===== src/hdl/stip_pkg.sv =====
package stip_pkg;

   // field widths
   localparam int CH_W         = 8;
   localparam int RADIX_W      = 6;
   localparam int VALUE_W      = 64;
   localparam int END_OFFSET_W = 16;
   localparam int STATUS_W     = 2;

   // width of the internal character counters (saturating)
   localparam int OFFSET_BITS  = 16;

   // configuration port
   localparam int CSR_INDEX_W  = 1;
   localparam int CSR_DATA_W   = RADIX_W;

   localparam logic [CSR_INDEX_W-1:0] REG_RADIX       = 1'b0;
   localparam logic [CSR_INDEX_W-1:0] REG_SIGNED_MODE = 1'b1;

   localparam logic [RADIX_W-1:0] RADIX_RESET  = 6'd10;
   localparam logic [RADIX_W-1:0] RADIX_MIN    = 6'd2;
   localparam logic [RADIX_W-1:0] RADIX_MAX    = 6'd36;
   localparam logic [RADIX_W-1:0] RADIX_AUTO   = 6'd0;
   localparam logic [RADIX_W-1:0] RADIX_OCT    = 6'd8;
   localparam logic [RADIX_W-1:0] RADIX_DEC    = 6'd10;
   localparam logic [RADIX_W-1:0] RADIX_HEX    = 6'd16;

   localparam logic [VALUE_W-1:0] U64_MAX     = {VALUE_W{1'b1}};
   localparam logic [VALUE_W-1:0] S64_MAX_ABS = {1'b0, {(VALUE_W-1){1'b1}}};
   localparam logic [VALUE_W-1:0] S64_MIN_ABS = {1'b1, {(VALUE_W-1){1'b0}}};

   typedef enum logic [STATUS_W-1:0] {
      STATUS_OK      = 2'd0,
      STATUS_RANGE   = 2'd1,
      STATUS_INVALID = 2'd2
   } status_type;

   typedef struct packed {
      logic [CH_W-1:0] ch;
      logic            start_of_string;
   } req_item_type;

   typedef struct packed {
      logic [VALUE_W-1:0]      result_value;
      logic [END_OFFSET_W-1:0] end_offset;
      status_type              status;
   } rsp_item_type;

   // handshake between the pipeline stages
   typedef struct packed {
      logic valid;
      logic ready;
   } stage_ctl_type;

endpackage


===== src/hdl/stip_in_stage.sv =====
module stip_in_stage (
   input  logic                  clock,
   input  logic                  reset,
   input  logic                  req_valid,
   output logic                  req_ready,
   input  stip_pkg::req_item_type req_item,
   output stip_pkg::stage_ctl_type in_ctl,
   input  logic                  step_fire,
   output stip_pkg::req_item_type item
);
   import stip_pkg::*;

   logic         valid_ff, valid_in;
   req_item_type item_ff, item_in;

   // slot frees when the core takes the held request
   assign req_ready = !valid_ff || step_fire;

   always_comb begin
      valid_in = valid_ff;
      item_in  = item_ff;
      if (req_ready) begin
         valid_in = req_valid;
         item_in  = req_item;
      end
   end

   always_ff @(posedge clock) begin
      if (reset) begin
         valid_ff <= 1'b0;
      end else begin
         valid_ff <= valid_in;
      end
      item_ff <= item_in;
   end

   assign in_ctl.valid = valid_ff;
   assign in_ctl.ready = req_ready;
   assign item         = item_ff;

endmodule


===== src/hdl/stip_core.sv =====
module stip_core (
   input  logic                           clock,
   input  logic                           reset,
   input  logic                           step_fire,
   input  stip_pkg::req_item_type         item,
   input  logic [stip_pkg::RADIX_W-1:0]   radix,
   input  logic                           signed_mode,
   output logic                           emit,
   output stip_pkg::rsp_item_type         result
);
   import stip_pkg::*;

   localparam int DIGIT_W = 7;
   localparam int PROD_W  = VALUE_W + RADIX_W;
   localparam logic [DIGIT_W-1:0] NO_DIGIT = 7'd99;
   localparam logic [OFFSET_BITS-1:0] OFFSET_MAX = {OFFSET_BITS{1'b1}};

   typedef enum logic [2:0] {
      PH_IDLE, PH_LEAD, PH_FIRST, PH_ZERO, PH_PREFIX, PH_DIGITS, PH_DONE
   } phase_type;

   phase_type              phase_ff, phase_in;
   logic [VALUE_W-1:0]     accum_ff, accum_in;
   logic                   neg_ff, neg_in;
   logic                   ovf_ff, ovf_in;
   logic                   seen_ff, seen_in;
   logic [RADIX_W-1:0]     arad_ff, arad_in;
   logic [OFFSET_BITS-1:0] count_ff, count_in;
   logic [OFFSET_BITS-1:0] zend_ff, zend_in;

   logic [OFFSET_BITS-1:0] pos;
   logic [OFFSET_BITS-1:0] fin_end;
   logic [DIGIT_W-1:0]     digit;
   logic                   handled;
   logic                   add;
   logic                   fin;
   logic                   is_ws;
   logic [RADIX_W-1:0]     mul_radix;
   logic [PROD_W-1:0]      prod;
   logic [VALUE_W-1:0]     limit;
   logic                   over;
   logic [VALUE_W-1:0]     fin_value;

   function automatic logic [DIGIT_W-1:0] digit_of(input logic [CH_W-1:0] c);
      logic [DIGIT_W-1:0] d;
      d = NO_DIGIT;
      if (c >= "0" && c <= "9")      d = DIGIT_W'(c - 8'h30);
      else if (c >= "a" && c <= "z") d = DIGIT_W'(c - 8'h61 + 8'd10);
      else if (c >= "A" && c <= "Z") d = DIGIT_W'(c - 8'h41 + 8'd10);
      return d;
   endfunction

   function automatic logic [OFFSET_BITS-1:0] sat_inc(input logic [OFFSET_BITS-1:0] v);
      return (v == OFFSET_MAX) ? OFFSET_MAX : v + 1'b1;
   endfunction

   assign digit = digit_of(item.ch);
   assign is_ws = (item.ch == 8'h20) || (item.ch >= 8'h09 && item.ch <= 8'h0d);

   // per-character parse step
   always_comb begin
      phase_in = phase_ff;
      accum_in = accum_ff;
      neg_in   = neg_ff;
      ovf_in   = ovf_ff;
      seen_in  = seen_ff;
      arad_in  = arad_ff;
      count_in = count_ff;
      zend_in  = zend_ff;
      pos      = count_ff;
      fin_end  = '0;
      handled  = 1'b0;
      add      = 1'b0;
      fin      = 1'b0;
      emit     = 1'b0;
      result.result_value = '0;
      result.end_offset   = '0;
      result.status       = STATUS_OK;

      // new string restarts everything
      if (item.start_of_string) begin
         accum_in = '0;
         neg_in   = 1'b0;
         ovf_in   = 1'b0;
         seen_in  = 1'b0;
         count_in = '0;
         zend_in  = '0;
         if (radix != RADIX_AUTO && (radix < RADIX_MIN || radix > RADIX_MAX)) begin
            phase_in      = PH_DONE;
            arad_in       = RADIX_AUTO;
            emit          = 1'b1;
            result.status = STATUS_INVALID;
            handled       = 1'b1;
         end else begin
            arad_in  = radix;
            phase_in = PH_LEAD;
         end
      end

      if (!handled && (phase_in == PH_LEAD || phase_in == PH_FIRST || phase_in == PH_ZERO ||
                       phase_in == PH_PREFIX || phase_in == PH_DIGITS)) begin
         pos      = count_in;
         count_in = sat_inc(count_in);

         // leading whitespace and sign
         if (phase_in == PH_LEAD) begin
            if (is_ws) begin
               handled = 1'b1;
            end else begin
               phase_in = PH_FIRST;
               if (item.ch == "+" || item.ch == "-") begin
                  neg_in  = (item.ch == "-");
                  handled = 1'b1;
               end
            end
         end

         // radix prefix detection
         if (!handled) begin
            case (phase_in)
               PH_FIRST: begin
                  if (item.ch == "0" && (arad_in == RADIX_AUTO || arad_in == RADIX_HEX)) begin
                     if (arad_in == RADIX_AUTO) arad_in = RADIX_OCT;
                     seen_in  = 1'b1;
                     zend_in  = sat_inc(pos);
                     phase_in = PH_ZERO;
                     handled  = 1'b1;
                  end else begin
                     if (arad_in == RADIX_AUTO) arad_in = RADIX_DEC;
                     phase_in = PH_DIGITS;
                  end
               end
               PH_ZERO: begin
                  if (item.ch == "x" || item.ch == "X") begin
                     phase_in = PH_PREFIX;
                     handled  = 1'b1;
                  end else begin
                     phase_in = PH_DIGITS;
                  end
               end
               PH_PREFIX: begin
                  handled = 1'b1;
                  if (digit < 7'd16) begin
                     arad_in  = RADIX_HEX;
                     add      = 1'b1;
                     phase_in = PH_DIGITS;
                  end else begin
                     fin     = 1'b1;
                     fin_end = zend_ff;
                  end
               end
               default: begin
               end
            endcase
         end

         // digit body
         if (!handled) begin
            if (digit < {1'b0, arad_in}) begin
               add = 1'b1;
            end else begin
               fin     = 1'b1;
               fin_end = pos;
            end
         end
      end

      // accumulate with overflow check against the live limit
      mul_radix = (arad_in == RADIX_AUTO) ? RADIX_DEC : arad_in;
      prod      = accum_in * mul_radix + PROD_W'(digit);
      if (!signed_mode)  limit = U64_MAX;
      else if (neg_in)   limit = S64_MIN_ABS;
      else               limit = S64_MAX_ABS;
      over = prod > {{RADIX_W{1'b0}}, limit};
      if (add) begin
         seen_in = 1'b1;
         if (over)         ovf_in   = 1'b1;
         else if (!ovf_in) accum_in = prod[VALUE_W-1:0];
      end

      // end of number: build the response
      if (ovf_in) begin
         if (signed_mode) fin_value = neg_in ? S64_MIN_ABS : S64_MAX_ABS;
         else             fin_value = U64_MAX;
      end else begin
         fin_value = neg_in ? (VALUE_W'(0) - accum_in) : accum_in;
      end
      if (fin) begin
         phase_in            = PH_DONE;
         emit                = 1'b1;
         result.result_value = fin_value;
         result.end_offset   = seen_in ? END_OFFSET_W'(fin_end) : '0;
         result.status       = ovf_in ? STATUS_RANGE : STATUS_OK;
      end
   end

   always_ff @(posedge clock) begin
      if (reset) begin
         phase_ff <= PH_IDLE;
      end else if (step_fire) begin
         phase_ff <= phase_in;
      end
      if (step_fire) begin
         accum_ff <= accum_in;
         neg_ff   <= neg_in;
         ovf_ff   <= ovf_in;
         seen_ff  <= seen_in;
         arad_ff  <= arad_in;
         count_ff <= count_in;
         zend_ff  <= zend_in;
      end
   end

endmodule


===== src/hdl/stip_out_stage.sv =====
module stip_out_stage (
   input  logic                   clock,
   input  logic                   reset,
   input  logic                   load,
   input  stip_pkg::rsp_item_type result,
   output stip_pkg::stage_ctl_type out_ctl,
   output logic                   rsp_valid,
   input  logic                   rsp_ready,
   output stip_pkg::rsp_item_type rsp_item
);
   import stip_pkg::*;

   logic         valid_ff, valid_in;
   rsp_item_type item_ff, item_in;
   logic         space;

   // the core may step when the slot is empty or is being drained
   assign space = !valid_ff || rsp_ready;

   always_comb begin
      valid_in = valid_ff && !rsp_ready;
      item_in  = item_ff;
      if (space && load) begin
         valid_in = 1'b1;
         item_in  = result;
      end
   end

   always_ff @(posedge clock) begin
      if (reset) begin
         valid_ff <= 1'b0;
      end else begin
         valid_ff <= valid_in;
      end
      item_ff <= item_in;
   end

   assign out_ctl.valid = valid_ff;
   assign out_ctl.ready = space;
   assign rsp_valid     = valid_ff;
   assign rsp_item      = item_ff;

endmodule


===== src/hdl/string_to_integer_parser.sv =====
// channel   | handshake          | payload
// ----------+--------------------+------------------------------------------------
// req       | req_valid/ready    | req_ch[7:0], req_start_of_string
// rsp       | rsp_valid/ready    | rsp_result_value[63:0], rsp_end_offset[15:0],
//           |                    | rsp_status[1:0]
// csr       | csr_we (no ready)  | csr_index[0], csr_wdata[5:0]
//
// one request per cycle sustained unless a response stalls; the request that
// ends the number passes the input register, then one parse step into the
// response register. The single 64x6 multiply-add per step sets the cycle.
// reset is synchronous active high: radix 10, signed mode, no string active.
// a stalled response holds the step; requests keep flowing while the
// response register is empty or being taken.
module string_to_integer_parser (
   input  logic                                clock,
   input  logic                                reset,
   input  logic                                req_valid,
   output logic                                req_ready,
   input  logic [stip_pkg::CH_W-1:0]           req_ch,
   input  logic                                req_start_of_string,
   output logic                                rsp_valid,
   input  logic                                rsp_ready,
   output logic [stip_pkg::VALUE_W-1:0]        rsp_result_value,
   output logic [stip_pkg::END_OFFSET_W-1:0]   rsp_end_offset,
   output logic [stip_pkg::STATUS_W-1:0]       rsp_status,
   input  logic                                csr_we,
   input  logic [stip_pkg::CSR_INDEX_W-1:0]    csr_index,
   input  logic [stip_pkg::CSR_DATA_W-1:0]     csr_wdata
);
   import stip_pkg::*;

   logic [RADIX_W-1:0] radix_ff;
   logic               signed_mode_ff;
   req_item_type       req_item;
   req_item_type       item;
   stage_ctl_type      in_ctl;
   stage_ctl_type      out_ctl;
   logic               step_fire;
   logic               emit;
   rsp_item_type       result;
   rsp_item_type       rsp_item;

   // configuration registers
   always_ff @(posedge clock) begin
      if (reset) begin
         radix_ff       <= RADIX_RESET;
         signed_mode_ff <= 1'b1;
      end else if (csr_we) begin
         case (csr_index)
            REG_RADIX:       radix_ff       <= csr_wdata;
            REG_SIGNED_MODE: signed_mode_ff <= csr_wdata[0];
            default: begin
            end
         endcase
      end
   end

   assign req_item.ch              = req_ch;
   assign req_item.start_of_string = req_start_of_string;

   // a held request steps when the response slot can take a result
   assign step_fire = in_ctl.valid && out_ctl.ready;

   stip_in_stage u_in_stage (
      .clock     (clock),
      .reset     (reset),
      .req_valid (req_valid),
      .req_ready (req_ready),
      .req_item  (req_item),
      .in_ctl    (in_ctl),
      .step_fire (step_fire),
      .item      (item)
   );

   stip_core u_core (
      .clock       (clock),
      .reset       (reset),
      .step_fire   (step_fire),
      .item        (item),
      .radix       (radix_ff),
      .signed_mode (signed_mode_ff),
      .emit        (emit),
      .result      (result)
   );

   stip_out_stage u_out_stage (
      .clock     (clock),
      .reset     (reset),
      .load      (step_fire && emit),
      .result    (result),
      .out_ctl   (out_ctl),
      .rsp_valid (rsp_valid),
      .rsp_ready (rsp_ready),
      .rsp_item  (rsp_item)
   );

   assign rsp_result_value = rsp_item.result_value;
   assign rsp_end_offset   = rsp_item.end_offset;
   assign rsp_status       = rsp_item.status;

endmodule


===== config.mk =====
export PLATFORM = sky130hd
export DESIGN_NAME = string_to_integer_parser
export DESIGN_NICKNAME = d
export VERILOG_FILES = /design/src/hdl/stip_pkg.sv /design/src/hdl/stip_in_stage.sv /design/src/hdl/stip_core.sv /design/src/hdl/stip_out_stage.sv /design/src/hdl/string_to_integer_parser.sv
export SDC_FILE = /design/constraint.sdc
export NUM_CORES = 2
export LEC_CHECK = 0
export BUFFER_PORTS_ARGS = -buffer_cell sky130_fd_sc_hd__buf_2
export CORE_MARGIN = 8
export CORE_UTILIZATION = 55
export DETAILED_ROUTE_END_ITERATION = 8
export PLACE_DENSITY_LB_ADDON = 0.12
export SLEW_MARGIN = 15
export SYNTH_ARGS = -nofsm -noshare
export SYNTH_HDL_FRONTEND = slang
export SYNTH_SLANG_ARGS = --single-unit

===== constraint.sdc =====
create_clock -name clock -period 14.8 [get_ports clock]
set_clock_uncertainty 0.15 [all_clocks]
set_input_delay 1.48 -clock clock [delete_from_list [all_inputs] [get_ports clock]]
set_output_delay 1.48 -clock clock [all_outputs]
set_load 0.01 [all_outputs]

==> reports/metrics.csv <==
stage,metric,value,unit
routing,avgRoutedWirePerCell,25.1,um
routing,maxUsedRoutingLayer,met5,
synth,synthCells,3262,
worst_setup_path,criticalPathCategory,flop to flop,
clock_network,postCtsHoldBufs,0,
clock_network,clkSinkCount,208,
die,start_util,55.7,%
worst_setup_path,cp_slowest_stage_delay,0.67,ns
global_route,grt_use_total,32.9,%
worst_setup_path,rr_worst_depth,48,
min_path,min_from,u_in_stage.valid_ff$_SDFFE_PP0P_,
worst_setup_path,r2r_setup_slack,0.76,ns
routing,wirelength,99300,um
power_and_ir_drop,power_density,94.7,nW/um^2
power_and_ir_drop,leakage,13.3,nW
final_layout,fin_cells,3964,
clock_network,htreeDepth,1,
worst_setup_path,worstReg2RegEnd,u_out_stage.rsp_item[59]$_SDFFCE_PN0P_,
timing,hold-worst-slack,0.376,ns
final_layout,drive_above_1_share,9.11,%
die,die_x,242,um
routing,first_pass_iters,6,
worst_setup_path,timing.critical_path.fanout_max,41,
min_path,holdPathStages,2,
placement,dp.final_hpwl,78300,um
min_path,hold_end,u_in_stage.valid_ff$_SDFFE_PP0P_,
synth,avgSynthCellArea,8.59,sq um
placement,gp_congestion,1.00,
synth,ys_warn_count,0,
synth,post-synth-top-area-fraction,21.0,%
global_route,grt_pass1_vias,25505,
routing,detail-route-antenna-nets,0,
min_path,hold_class,flop to flop,
die,io_pins,105,
worst_setup_path,regToRegStartpoint,u_in_stage.item[2]$_DFFE_PP_,
timing,setup_viol,0,
synth,synth_edf_count,196,
synth,synth_commonest_cells,"nor2_1 (472), nand2_1 (367), fa_1 (253)",
synth,synth-main-ff-cell,edfxtp_1,
routing,dr_wl_met3,9360,um
die,coreArea,50300,sq um
final_layout,area_growth,7.17,%
clock_network,insertion_delay,0.53,ns
run,maxCapViolCount,0,
final_layout,fin_nets,3773,
global_route,gr-total-overflow,0,
routing,route.detailed.drc,0,
synth,async_reset_ff_share,0,%
timing,relSlewSlack,27.6,%
worst_setup_path,required,14.88,ns
clock_network,tritoncts.num_buffers,24,
placement,port_buffers,104,
routing,drt-initial-drc-count,3270,
routing,wl_met1,40400,um
worst_setup_path,crit_slowest_cell,nor2_4,
synth,synth.largest_area_cell,edfxtp_1,
clock_network,clk_pin_slew_worst_paths,0.06,ns
synth,synth-seq-cells,208,
timing,rsz0062_at_grt,no,
synth,synth.most_common_cell,nor2_1,
routing,vias,26240,
final_layout,n_antenna_cell,0,
worst_setup_path,end_kind,flop,
timing,max_freq,71.2,MHz
synth,syn_nets,3760,
timing,timing.final.crit_period,14.04,ns
timing,finalHoldViolations,0,
timing,period_share,94.9,%
timing,drv_slew,0,
placement,dp.cells,3913,
timing,tightestPinTransition,1.09,ns
die,die_area,58400,sq um
power_and_ir_drop,finalPower,2.84,mW
global_route,antenna_found_initial,4,
die,placementRows,82,
worst_setup_path,arrival,14.13,ns
routing,wl_met2,45100,um
routing,vias_per_cell,6.62,
clock_network,tritoncts,done,
synth,synth.yosys.seq_area_share,21.9,%
global_route,grt_max_degree,84,
clock_network,clock_path_buffers,3,
outcome,status,completed,
synth,netlist_area,28000,sq um
synth,synth_area_leaders,"edfxtp_1 (21%), fa_1 (18%), ha_1 (10%)",
worst_setup_path,startpoint_type,flop,
final_layout,fin_util,59.7,%
clock_network,clock-root-buffer,clkbuf_16,
power_and_ir_drop,peakVddDrop,0.0938,mV
die,die_h,242,um
synth,synth_cell_types,119,
timing,tns,0,ns
global_route,grt_pass1_wl,154000,um
-- cell type report --
type	count	area (sq um)
Tap cell	672	841
Inverter	195	734
Timing Repair Buffer	158	946
Clock buffer	33	656
Clock inverter	10	123
Multi-Input combinational cell	2688	20600
Fill cell	4568	20200
Sequential cell	208	6130
-- how the worst max path moves through the flow --
stage | start | endpoint | slack [ns] | cells after the start
2_1_floorplan | u_in_stage.item[1]$_DFFE_PP_ | u_out_stage.rsp_item[74]$_SDFFCE_PN0P_ | 1.26 | 62
4_1_cts | u_in_stage.item[1]$_DFFE_PP_ | u_out_stage.rsp_item[74]$_SDFFCE_PN0P_ | 0.28 | 53
3_5_place_dp | u_in_stage.item[1]$_DFFE_PP_ | u_out_stage.rsp_item[74]$_SDFFCE_PN0P_ | 0.33 | 53
6_report | u_in_stage.item[2]$_DFFE_PP_ | u_out_stage.rsp_item[59]$_SDFFCE_PN0P_ | 0.76 | 48
3_3_place_gp | u_in_stage.item[1]$_DFFE_PP_ | u_out_stage.rsp_item[74]$_SDFFCE_PN0P_ | 0.60 | 52
5_1_grt | u_in_stage.item[2]$_DFFE_PP_ | u_out_stage.rsp_item[74]$_SDFFCE_PN0P_ | 0.006 | 54
-- metal layers --
layer  global-route usage, %  up-vias
met2                    52.4     1528
met4                    12.4        8
met5                       0        -
met3                    5.53      275
met1                    44.7    12878
li1                        -    11551
-- stage by stage --
stage	cell area, sq um	worst slack [ns]
detailed placement	29000	0.332
CTS	29800	0.281
floorplan	28000	1.26
global route	30000	0.00585
finish	30000	0.755
global placement	29000	0.597
-- worst max-delay path: cells and delay by family, from the launching register on --
| kind | cells | cell delay, ns |
|---|---|---|
| buffers and inverters | 6 | 1.20 |
| AND/OR/NAND/NOR | 14 | 4.06 |
| flip-flops | 1 | 0.43 |
| adder cells (fa/ha/maj) | 7 | 2.84 |
| AO/OA/AOI/OAI | 19 | 4.46 |
| XOR/XNOR | 2 | 0.54 |
-- power breakdown --
group | internal, mW | switching (mW)
Sequential | 0.687 | 0.0249
Clock | 0.361 | 0.249
Combinational | 0.509 | 1.01
Total | 1.56 | 1.29
-- cell usage in the layout, fill, tap and decap left out, types with 22 or more instances in the layout --
master	netlist	layout
edfxtp_1	196	196
nand3_1	74	73
buf_2	25	104
buf_4	10	53
a211oi_1	28	27
nand4_1	59	59
a22oi_1	24	24
fa_1	253	253
and2_1	27	27
nor2_1	472	470
a21o_1	50	47
and3_1	40	40
a21oi_1	224	216
nor2b_1	53	51
ha_1	224	223
xnor2_1	56	54
xor2_1	51	51
inv_1	193	191
nor3_1	64	61
nand2_1	367	367
clkbuf_16	0	25
o22ai_1	22	22
o21ai_0	157	154
o21ai_1	21	24
mux2i_1	42	42
-- flip-flops by register name, indices dropped and copies added (netlist names), 3 cells and up --
signal / cells
u_core.accum_ff: 64
u_core.phase_ff: 3
u_core.count_ff: 16
radix_ff: 6
u_core.zend_ff: 16
u_in_stage.item: 9
u_core.arad_ff: 6
u_out_stage.rsp_item: 82
-- cell families after synthesis --
kind of cell               count (synthesis)  synth area share [%]
buffers and inverters                    366                  5.30
adders and majority gates                477                  28.1
DFF                                      208                  21.9
and+or+nand+nor                         1290                  21.4
muxes                                     50                  1.83
AOI/OAI and AO/OA                        764                  18.2
xor gates and xnor gates                 107                  3.34
-- timing repair --
action | CTS | global route
endpoints found under the setup margin | 0 | 41
resized for setup | 0 | 29
setup buffers | 0 | 7
Power figures use the tool's default switching activity.
